**config.mk**
```make
export PLATFORM = sky130hd
export DESIGN_NAME = linear_probing_hash_table_core_flat
export DESIGN_NICKNAME = d
export VERILOG_FILES = /design/src/hw/rtl/lpht_pkg.sv /design/src/hw/rtl/lpht_stream_if.sv /design/src/hw/rtl/linear_probing_hash_table_core.sv /design/src/hw/rtl/lpht_ram.sv /design/src/hw/rtl/lpht_front.sv /design/src/hw/rtl/lpht_back.sv /design/src/flat_wrapper.sv
export VERILOG_INCLUDE_DIRS = /design/src /design/src/hw/rtl
export SDC_FILE = /design/constraint.sdc
export NUM_CORES = 2
export LEC_CHECK = 0
export BUFFER_PORTS_ARGS = -buffer_cell sky130_fd_sc_hd__buf_2
export CORE_UTILIZATION = 55
export CTS_CLUSTER_DIAMETER = 150
export DETAILED_ROUTE_END_ITERATION = 10
export PLACE_DENSITY = 0.8
export SKIP_CTS_REPAIR_TIMING = 1
export SKIP_LAST_GASP = 1
export SLEW_MARGIN = 20
export SYNTH_ARGS = -nofsm -noshare
export SYNTH_HDL_FRONTEND = slang
export SYNTH_SLANG_ARGS = --single-unit
```
**constraint.sdc**
```tcl
create_clock -name clk -period 23.3 [get_ports clk]
set_input_delay 0 -clock clk [delete_from_list [all_inputs] [get_ports clk]]
set_output_delay 0 -clock clk [all_outputs]
set_load 0.01 [all_outputs]
```
**src/hw/rtl/linear_probing_hash_table_core_defines.svh**
```systemverilog
// Assertion macros for the hash table core.
`ifndef LINEAR_PROBING_HASH_TABLE_CORE_DEFINES_SVH
`define LINEAR_PROBING_HASH_TABLE_CORE_DEFINES_SVH
`ifndef NO_ASSERTIONS
`define LPHT_ASSERT(label, clk, rst_n, prop, msg) \
	label: assert property (@(posedge clk) disable iff (!rst_n) prop) else $error(msg);
`define LPHT_ASSERT_NORST(label, clk, prop, msg) \
	label: assert property (@(posedge clk) prop) else $error(msg);
`else
`define LPHT_ASSERT(label, clk, rst_n, prop, msg)
`define LPHT_ASSERT_NORST(label, clk, prop, msg)
`endif
`endif

```
**src/hw/rtl/lpht_pkg.sv**
```systemverilog
// Shared types and codes of the hash table core.
package lpht_pkg;
	localparam logic [1:0] OP_INSERT = 2'd0;
	localparam logic [1:0] OP_SEARCH = 2'd1;
	localparam logic [1:0] OP_DELETE = 2'd2;
	localparam logic [1:0] OP_UNUSED = 2'd3;
	localparam logic [1:0] ST_OK = 2'd0;
	localparam logic [1:0] ST_NOT_FOUND = 2'd1;
	localparam logic [1:0] ST_FULL = 2'd2;
	localparam logic [1:0] ST_EMPTY_KEY = 2'd3;

	typedef struct packed {
		logic [1:0]  op;
		logic [63:0] key;
		logic [31:0] value;
	} req_t;

	typedef struct packed {
		logic [1:0]  status;
		logic [3:0]  slot;
		logic [31:0] found_value;
	} rsp_t;
endpackage

```
**src/hw/rtl/lpht_stream_if.sv**
```systemverilog
// Valid/ready channel carrying one payload.
interface lpht_stream_if #(parameter type payload_t = logic) ();
	logic     valid;
	logic     ready;
	payload_t data;
	modport source (output valid, output data, input ready);
	modport sink (input valid, input data, output ready);
endinterface

```
**src/hw/rtl/linear_probing_hash_table_core.sv**
```systemverilog
// Linear probing hash table core, top level.
// Insert, search and delete on up to TABLE_DEPTH slots. The front takes a
// beat per cycle, while not full, into a two-entry queue after hashing the key;
// the back probes one slot at a time. Insert steps over used slots by their
// used bits alone; search and delete read each slot visited from memory
// and then compare its key.
module linear_probing_hash_table_core #(
	parameter int TABLE_DEPTH = 16,
	parameter int KEY_BYTES = 8
) (
	input logic clk,
	input logic arst_n,
	lpht_stream_if.sink   in_ch,
	lpht_stream_if.source out_ch
);
	import lpht_pkg::*;
	localparam int AW = $clog2(TABLE_DEPTH);
	logic          q_valid, q_ready;
	req_t          q_req;
	logic [AW-1:0] q_home;

	lpht_front #(.TABLE_DEPTH(TABLE_DEPTH), .KEY_BYTES(KEY_BYTES)) u_front (
		.clk(clk), .arst_n(arst_n), .in_valid(in_ch.valid), .in_ready(in_ch.ready),
		.in_req(in_ch.data), .q_valid(q_valid), .q_ready(q_ready), .q_req(q_req),
		.q_home(q_home));
	lpht_back #(.TABLE_DEPTH(TABLE_DEPTH)) u_back (
		.clk(clk), .arst_n(arst_n), .q_valid(q_valid), .q_ready(q_ready),
		.q_req(q_req), .q_home(q_home), .out_valid(out_ch.valid),
		.out_ready(out_ch.ready), .out_rsp(out_ch.data));
endmodule

```
**src/hw/rtl/lpht_ram.sv**
```systemverilog
// Generic single-port RAM with registered read.
module lpht_ram #(
	parameter int WIDTH = 8,
	parameter int DEPTH = 16
) (
	input  logic                     clk,
	input  logic                     we,
	input  logic [$clog2(DEPTH)-1:0] addr,
	input  logic [WIDTH-1:0]         wdata,
	output logic [WIDTH-1:0]         rdata
);
	logic [WIDTH-1:0] mem_q [DEPTH];
	always_ff @(posedge clk) begin
		if (we) mem_q[addr] <= wdata;
		rdata <= mem_q[addr];
	end
endmodule

```
**src/hw/rtl/lpht_front.sv**
```systemverilog
// Front: key normalize, home slot hash, queue to the back.
module lpht_front #(
	parameter int TABLE_DEPTH = 16,
	parameter int KEY_BYTES = 8,
	parameter int AW = $clog2(TABLE_DEPTH)
) (
	input  logic                 clk,
	input  logic                 arst_n,
	input  logic                 in_valid,
	output logic                 in_ready,
	input  lpht_pkg::req_t       in_req,
	output logic                 q_valid,
	input  logic                 q_ready,
	output lpht_pkg::req_t       q_req,
	output logic [AW-1:0]        q_home
);
	import lpht_pkg::*;
	localparam int QD = 2;
	req_t          req_q  [QD];
	logic [AW-1:0] home_q [QD];
	logic [1:0]    cnt_q;
	logic          wp_q, rp_q;
	logic [63:0]   norm;
	logic [11:0]   sum;
	logic          live;
	logic          push, pop;

	always_comb begin
		norm = '0;
		sum = '0;
		live = 1'b1;
		for (int i = 0; i < KEY_BYTES; i++) begin
			if (in_req.key[8*i +: 8] == 8'd0) live = 1'b0;
			if (live) begin
				norm[8*i +: 8] = in_req.key[8*i +: 8];
				sum = sum + {4'd0, in_req.key[8*i +: 8]};
			end
		end
	end

	assign in_ready = cnt_q != 2'(QD);
	assign push = in_valid && in_ready;
	assign q_valid = cnt_q != 2'd0;
	assign pop = q_valid && q_ready;
	assign q_req = req_q[rp_q];
	assign q_home = home_q[rp_q];

	always_ff @(posedge clk) begin
		if (push) begin
			req_q[wp_q] <= '{op: in_req.op, key: norm, value: in_req.value};
			home_q[wp_q] <= AW'(32'(sum) % TABLE_DEPTH);
		end
	end

	always_ff @(posedge clk or negedge arst_n) begin
		if (!arst_n) begin
			cnt_q <= '0;
			wp_q <= 1'b0;
			rp_q <= 1'b0;
		end else begin
			if (push) wp_q <= ~wp_q;
			if (pop) rp_q <= ~rp_q;
			cnt_q <= cnt_q + 2'(push) - 2'(pop);
		end
	end
endmodule

```
**src/hw/rtl/lpht_back.sv**
```systemverilog
// Back: probe sequencer over the slot memories.
module lpht_back #(
	parameter int TABLE_DEPTH = 16,
	parameter int AW = $clog2(TABLE_DEPTH)
) (
	input  logic           clk,
	input  logic           arst_n,
	input  logic           q_valid,
	output logic           q_ready,
	input  lpht_pkg::req_t q_req,
	input  logic [AW-1:0]  q_home,
	output logic           out_valid,
	input  logic           out_ready,
	output lpht_pkg::rsp_t out_rsp
);
	import lpht_pkg::*;
	`include "linear_probing_hash_table_core_defines.svh"
	localparam logic [1:0] S_IDLE = 2'd0;
	localparam logic [1:0] S_RD = 2'd1;
	localparam logic [1:0] S_CHK = 2'd2;
	localparam logic [1:0] S_OUT = 2'd3;

	logic [1:0]       state_q;
	logic [TABLE_DEPTH-1:0] used_q;
	req_t             req_q;
	logic [AW-1:0]    idx_q;
	logic [AW:0]      n_q;
	rsp_t             rsp_q;
	logic             we_k;
	logic [63:0]      rkey;
	logic [31:0]      rval;
	logic [AW-1:0]    nxt;

	assign nxt = (32'(idx_q) == TABLE_DEPTH - 1) ? '0 : idx_q + 1'b1;
	assign we_k = state_q == S_RD && req_q.op == OP_INSERT && !used_q[idx_q];

	lpht_ram #(.WIDTH(64), .DEPTH(TABLE_DEPTH)) u_key (
		.clk(clk), .we(we_k), .addr(idx_q), .wdata(req_q.key), .rdata(rkey));
	lpht_ram #(.WIDTH(32), .DEPTH(TABLE_DEPTH)) u_val (
		.clk(clk), .we(we_k), .addr(idx_q), .wdata(req_q.value), .rdata(rval));

	assign q_ready = state_q == S_IDLE;
	assign out_valid = state_q == S_OUT;
	assign out_rsp = rsp_q;

	always_ff @(posedge clk or negedge arst_n) begin
		if (!arst_n) begin
			state_q <= S_IDLE;
			used_q <= '0;
			n_q <= '0;
			idx_q <= '0;
			req_q <= '0;
			rsp_q <= '0;
		end else begin
			unique case (state_q)
				S_IDLE: if (q_valid) begin
					req_q <= q_req;
					idx_q <= q_home;
					n_q <= '0;
					rsp_q <= '{status: ST_NOT_FOUND, slot: 4'd0, found_value: 32'd0};
					if (q_req.op == OP_UNUSED) state_q <= S_OUT;
					else if (q_req.key == 64'd0) begin
						rsp_q.status <= ST_EMPTY_KEY;
						state_q <= S_OUT;
					end else state_q <= S_RD;
				end
				S_RD: begin
					if (32'(n_q) == TABLE_DEPTH) begin
						if (req_q.op == OP_INSERT) rsp_q.status <= ST_FULL;
						state_q <= S_OUT;
					end else if (!used_q[idx_q]) begin
						if (req_q.op == OP_INSERT) begin
							used_q[idx_q] <= 1'b1;
							rsp_q.status <= ST_OK;
							rsp_q.slot <= 4'(32'(idx_q));
						end
						state_q <= S_OUT;
					end else if (req_q.op == OP_INSERT) begin
						idx_q <= nxt;
						n_q <= n_q + 1'b1;
					end else state_q <= S_CHK;
				end
				S_CHK: begin
					if (rkey == req_q.key) begin
						rsp_q.status <= ST_OK;
						rsp_q.slot <= 4'(32'(idx_q));
						rsp_q.found_value <= rval;
						if (req_q.op == OP_DELETE) used_q[idx_q] <= 1'b0;
						state_q <= S_OUT;
					end else begin
						idx_q <= nxt;
						n_q <= n_q + 1'b1;
						state_q <= S_RD;
					end
				end
				S_OUT: if (out_ready) state_q <= S_IDLE;
				default: state_q <= S_IDLE;
			endcase
		end
	end

	`LPHT_ASSERT(a_out_hold, clk, arst_n, out_valid && !out_ready |=> out_valid && $stable(out_rsp), "result changed while stalled")
	`LPHT_ASSERT(a_no_take, clk, arst_n, state_q != S_IDLE |-> !q_ready, "queue popped while busy")
	`LPHT_ASSERT(a_probe_bound, clk, arst_n, 32'(n_q) <= TABLE_DEPTH, "probe count overran table")
	`LPHT_ASSERT(a_ins_sets, clk, arst_n, we_k |=> used_q[$past(idx_q)], "insert did not mark slot")
endmodule

```
**src/flat_wrapper.sv**
```systemverilog
// flat-port wrapper written by rule: the top's interface ports become plain ports
module linear_probing_hash_table_core_flat import lpht_pkg::*;
#(
	parameter int TABLE_DEPTH = 16,
	parameter int KEY_BYTES = 8
)
  (clk, arst_n, in_ch_valid, in_ch_data, in_ch_ready, out_ch_valid, out_ch_data, out_ch_ready);
  lpht_stream_if #(.payload_t(req_t)) in_ch_i ();
  lpht_stream_if #(.payload_t(rsp_t)) out_ch_i ();
  input logic clk;
  input logic arst_n;
  input wire logic [$bits(in_ch_i.valid)-1:0] in_ch_valid;
  input wire logic [$bits(in_ch_i.data)-1:0] in_ch_data;
  output wire logic [$bits(in_ch_i.ready)-1:0] in_ch_ready;
  output wire logic [$bits(out_ch_i.valid)-1:0] out_ch_valid;
  output wire logic [$bits(out_ch_i.data)-1:0] out_ch_data;
  input wire logic [$bits(out_ch_i.ready)-1:0] out_ch_ready;
  assign in_ch_i.valid = in_ch_valid;
  assign in_ch_i.data = in_ch_data;
  assign in_ch_ready = in_ch_i.ready;
  assign out_ch_valid = out_ch_i.valid;
  assign out_ch_data = out_ch_i.data;
  assign out_ch_i.ready = out_ch_ready;
  linear_probing_hash_table_core #(.TABLE_DEPTH(TABLE_DEPTH), .KEY_BYTES(KEY_BYTES)) u_core (.clk(clk), .arst_n(arst_n), .in_ch(in_ch_i), .out_ch(out_ch_i));
endmodule
```
# Word level (Yosys, flattened, before mapping)
# Memories as Yosys holds them, arrays and structs flattened. A register that Yosys moved wholly into a read port is not among the register bits.
# Cells that the tools add are included.
# word_totals
regBits,167
latch_bits,0
ramBits,1740
mem_bits_ro,0
input_bits,102
out_inout_bits,40
word_cells,153
mem_count,4
# memory_table
memory,depth,word_bits,rd,rd_ports_with_merged_regs,wr,line_no,source
u_core.u_back.u_key.mem_q,16,64,1,1,1,lpht_ram.sv:12,logic [WIDTH-1:0] mem_q [DEPTH];
u_core.u_back.u_val.mem_q,16,32,1,1,1,lpht_ram.sv:12,
u_core.u_front.req_q,2,98,1,0,1,lpht_front.sv:19,req_t req_q [QD];
u_core.u_front.home_q,2,4,1,0,1,lpht_front.sv:20,logic [AW-1:0] home_q [QD];
# classes
add_sub_neg,11
mul,0
div,0
magnitude_cmp,2
eq_ne,20
n_shift,0
n_mux,70
bitwise,5
reduce_logical,28
# ops
operator,n
16-bit 2-to-1 mux,5
38-bit 2-to-1 mux,2
64-bit == test,1
64-bit logical NOT,1
8-bit logical NOT,8
8-bit 2-to-1 mux,8
32-bit one-hot mux with 2 select lines,1
4-bit 2-to-1 mux,15
16-bit one-hot mux with 2 select lines,1
4-bit adder,7
5-bit 2-to-1 mux,5
2-bit 2-to-1 mux,11
6-bit one-hot mux with 3 select lines,1
6-bit AND reduction,3
16-bit AND,1
16-bit inverter,1
16-bit bitwise OR,1
5-bit one-hot mux with 3 select lines,1
1-bit 2-to-1 mux,14
"2-bit != test, second input constant",7
6-bit 2-to-1 mux,2
4-bit one-hot mux with 3 select lines,1
"2-bit == test, second input constant",4
2-bit one-hot mux with 4 select lines,1
other kinds (23),34

# Longest topological paths before layout
# depth
word_depth,16
depth_mapped,31
depth_no_buf,31

# Cells and area by module
# Synthesis repeated with hierarchy kept, for this count alone.
# unflattened
hier_cells,3666
hier_area_um2,76398.3
# by_module_without_submodules
module,instances,cells_each,area_each_um2,seq_area_each_um2
lpht_ram (u_core.u_back.u_key),1,1648,39517.9,32030.7
lpht_ram (u_core.u_back.u_val),1,840,19862.8,16015.4
lpht_front,1,591,9436.6,6226.0
lpht_back,1,587,7581.0,4078.9

# Worst setup path after synthesis
# Ideal clock, no wire load.
# synth_path
path_kind,register to register
from,register u_core.u_back.idx_q[0]
to,"memory u_core.u_back.u_key.mem_q[1][0], enable pin"
setup_ps,668
arrival_ps,8411
required_time_ps,22632
slack_ps,14221
path_stages_with_launch,8
path_buffers,2
period_less_slack_ps,9079
cell_sequence,dfrtp_1 -> buf_2 -> mux4_2 -> a221oi_2 -> and3_1 -> clkbuf_1 -> nand2_1 -> nor3_1
# synth_via
elab_chain_cells,6
# synth_rtl
element,line_no,source
start: declaration,lpht_back.sv:26,logic [AW-1:0] idx_q;
start signal: assignment,lpht_back.sv:58,idx_q <= q_home;
start signal: assignment,lpht_back.sv:79,idx_q <= nxt;
start signal: assignment,lpht_back.sv:91,idx_q <= nxt;
1-bit binary-select mux with 4-bit select,lpht_back.sv:35,assign we_k = state_q == S_RD && req_q.op == OP_INSERT && !used_q[idx_q];
1-bit 2-to-1 mux (not written as such),lpht_back.sv:35,
1-bit logical NOT,-,
1-bit logical AND,lpht_back.sv:35,
1-bit 2-to-1 mux,lpht_ram.sv:14,if (we) mem_q[addr] <= wdata;
1-bit 2-to-1 mux (not written as such),lpht_ram.sv:14,
end: declaration,lpht_ram.sv:12,
# Several ways; a longest one is shown, not always the timed one. The select of a mux whose other input is x is not followed.

# Final worst setup path
# layout_path
from,input in_ch_data[41]
to,"memory u_core.u_front.home_q[1][3] (netlist bit), data pin"
# layout_via
elab_chain_cells,15
elab_cells_between_ends,22
classes_between,7 x add/sub; 14 x mux; 1 x reduce/logical
# layout_rtl
element,line_no,source
start: declaration,flat_wrapper.sv:13,input wire logic [$bits(in_ch_i.data)-1:0] in_ch_data;
"parallel branches: the longest is 14 deep, another holds 4-bit adder",-,
4-bit 2-to-1 mux (*),lpht_front.sv:34,if (live) begin
via u_core.u_front.sum[3],lpht_front.sv:24,logic [11:0] sum;
end: declaration,lpht_front.sv:20,
# Mark *: on every way through the listed nets, which the timed path passes.

==> reports/results.tsv <==
metric	value	unit
run_status	complete, no violations	
layout.cell_area.non_filler	0.08730	mm2
grt_max_degree	199	
cts_buffers	185	
period_needed	7.514	ns
synth.top_cell.area_share	68.35	%
clock.fmax	133.1	MHz
crit_path_max_incr_delay	0.57	ns
hold_class	primary input to flop	
yosys.cell_count.top_type	sky130_fd_sc_hd__edfxtp_1	
setup.reg_to_reg.worst_slack	17.33	ns
layout.core_utilization	63.42	%
sequential_cell_area_in_the_final_layout	0.05837	mm2
max-clock-path-buffers	3	
routed_wl	189800	um
grt_overflow_total	0	
timing.max_cap.violations	0	
path_max_fanout	6	
cellLeakagePower	29.61	nW
synthesized_area_per_cell	21.05	um2
powerDensity	130.1	mW/mm2
detailedRoute.firstIterationViolations	5632	
clkTransAtPathRegs	0.07	ns
grt_usage	26.46	%
synthDistinctLibCells	74	
tritoncts	done	
ioPinCount	142	
final_hold_viol_count	0	
synth-seq-cells	2003	
leading_register_cell_type_out_of_synthesis	sky130_fd_sc_hd__edfxtp_1	
worstMarginPinSlew	1.296	ns
place.detailed.hpwl	94210	um
sequential_share_of_the_synthesized_area	76.34	%
synth_warnings	0	
drc	0	
timing.max_slew.rel_slack	12.78	%
netlist_area	0.07644	mm2
min_path_cells	2	
timing.critical_path.slowest_stage_cell	sky130_fd_sc_hd__a2111oi_0	
num_vias	39200	
num_rows	136	
finalClockSkew	0.04990	ns
synth_largest_area_cell	sky130_fd_sc_hd__edfxtp_1	
area_enclosed_by_the_die_boundary	0.1405	mm2
nNetsFinal	4137	
fp.dieH	374.8	um
final-setup-viol-count	0	
multi_input_area	0.01717	mm2
initial_cell_density_of_the_core	55.53	%
netlist_top_cells_count	1740 x sky130_fd_sc_hd__edfxtp_1, 484 x sky130_fd_sc_hd__mux4_2, 167 x sky130_fd_sc_hd__dfrtp_1	
synth-async-reset-ratio	8.337	%
final_antenna_net_count	0	
syn-instance-count	3631	
finalWeightedCongestion	0.8824	
cts_max_level	4	
dr.pass1.iters	6	
design.core.area	0.1377	mm2
via_per_inst	6.581	
drt-wirelength-per-cell	31.87	um
reg2regPathDepth	9	
area_growth_syn_to_layout	14.21	%
vdd_ir_drop_max	0.00009343	V
initial_antenna_violation_count	15	
final-max-slew-violation-count	0	
layout-drive-gt1-share	24.51	%
setup.worst_path.start_class	primary input	
post_synth_edffs	1740	
place.port_buffers	141	
num-fill-cells	8557	
synth_top_cells_by_area	sky130_fd_sc_hd__edfxtp_1 68%, sky130_fd_sc_hd__mux4_2 14%, sky130_fd_sc_hd__dfrtp_1 5.5%	
timing.setup.critical_path_class	primary input to flop	
cts-root-buf	sky130_fd_sc_hd__clkbuf_16	
post-route-period-util	32.25	%
grt_pass1_vias	39340	
die_width	374.8	um
syn-num-nets	3773	
placedInstanceArea	0.07936	mm2
unrepaired_setup_endpoints_after_global_routing	no	
worstSkewPairLatency	0.85	ns
worstPathArrival	8.10	ns
crit_required	23.88	ns
cts_num_sinks	2003	
grt_first_pass_wirelength	266000	um
setup-tns-final	0	ns
critical_path.endpoint_type	flop	
[routing by layer]
layer | global-route usage, % | up-vias | share of wire [%]
met2 | 41.82 | 2755 | 49
li1 | - | 15490 | -
met5 | 0 | - | 0.027
met3 | 6.384 | 447 | 12
met1 | 36.26 | 20490 | 36
met4 | 9.627 | 8 | 3.6
[cells in the final DEF, fill, tap and decap left out, types with 47 or more instances in the layout]
master,count
sky130_fd_sc_hd__edfxtp_1,1740
sky130_fd_sc_hd__clkbuf_1,47
sky130_fd_sc_hd__dlygate4sd3_1,145
sky130_fd_sc_hd__buf_2,140
sky130_fd_sc_hd__clkbuf_16,185
sky130_fd_sc_hd__nor4_1,56
sky130_fd_sc_hd__dfrtp_1,162
sky130_fd_sc_hd__inv_1,86
sky130_fd_sc_hd__o21ai_0,110
sky130_fd_sc_hd__and2_1,47
sky130_fd_sc_hd__buf_4,59
sky130_fd_sc_hd__nand2_1,166
sky130_fd_sc_hd__dfxtp_1,96
sky130_fd_sc_hd__mux2i_1,159
sky130_fd_sc_hd__mux4_2,484
sky130_fd_sc_hd__xnor2_1,63
[cells by family (layout without fill, tap and decap cells)]
kind of cell | Yosys count | after routing | share of synthesized area, %
mux | 649 | 649 | 16.44
simple gates | 417 | 417 | 2.783
other cells | 0 | 4 | 0
flops | 2003 | 2003 | 76.34
fa+ha+maj | 41 | 41 | 0.7268
compound gates | 178 | 178 | 1.378
buf+inv | 262 | 789 | 1.377
xor+xnor | 81 | 81 | 0.9641
[critical path, delay by kind of cell]
family          cells  cell delay [ns]
simple gates        3             0.76
mux                 2             0.62
compound gates     10             2.21
buf+inv             6             1.05
fa+ha+maj           7             2.74
xor+xnor            3             0.69
[area by class of cell]
class                           instances  share of cell area, %
Sequential cell                      2003                  66.86
Multi-Input combinational cell       1366                  19.67
Clock buffer                          251                  5.805
Timing Repair Buffer                  352                  3.167
Tap cell                             1794                  2.571
Clock inverter                         99                  1.541
Inverter                               87                 0.3741
Antenna cell                            4                0.01147
[worst paths after layout]
path	end	start
max in group asynchronous	u_core.u_back.req_q[85]	arst_n
max	u_core.u_front.home_q[1][3]	in_ch_data[41]
min	u_core.u_front.req_q[0][97]	in_ch_data[97]
min in group asynchronous	u_core.u_back.out_rsp[25]	arst_n
min reg2reg	u_core.u_back.out_rsp[26]	u_core.u_back.u_val.rdata[26]
max reg2reg	u_core.u_back.u_key.mem_q[14][26]	u_core.u_back.idx_q[0]
[stage by stage]
step | power, W | hold WS, ns | setup WS [ns] | instances
after floorplan | 0.007206 | -0.2956 | 14.22 | 3631
after global placement | 0.008035 | -0.01131 | 15.91 | 5455
after detailed placement | 0.008136 | -0.007213 | 15.64 | 5455
after CTS | 0.01131 | -0.8923 | 16.51 | 5805
after global routing | 0.01171 | 0.03220 | 15.46 | 5952
final | 0.01135 | 0.03214 | 15.79 | 5956
[sequential cells by signal, summed over array words and instances, names as in the netlist, named ones only]
register and cells:
u_core.u_front.home_q 8, u_core.u_front.req_q 196, u_core.u_back.u_val.mem_q 512, u_core.u_front.cnt_q 2
u_core.u_back.idx_q 4, u_core.u_front.rp_q 1, u_core.u_back.u_val.rdata 32, u_core.u_back.n_q 5
u_core.u_back.u_key.rdata 64, u_core.u_back.state_q 2, u_core.u_back.req_q 98, u_core.u_back.u_key.mem_q 1024
u_core.u_front.wp_q 1, u_core.u_back.out_rsp 38
[report_power, final]
part | internal (W) | switching [W]
combinational | 0.00131 | 0.00150
sequential | 0.00476 | 0.000619
clock | 0.00179 | 0.00137
Power figures use the tool's default switching activity.
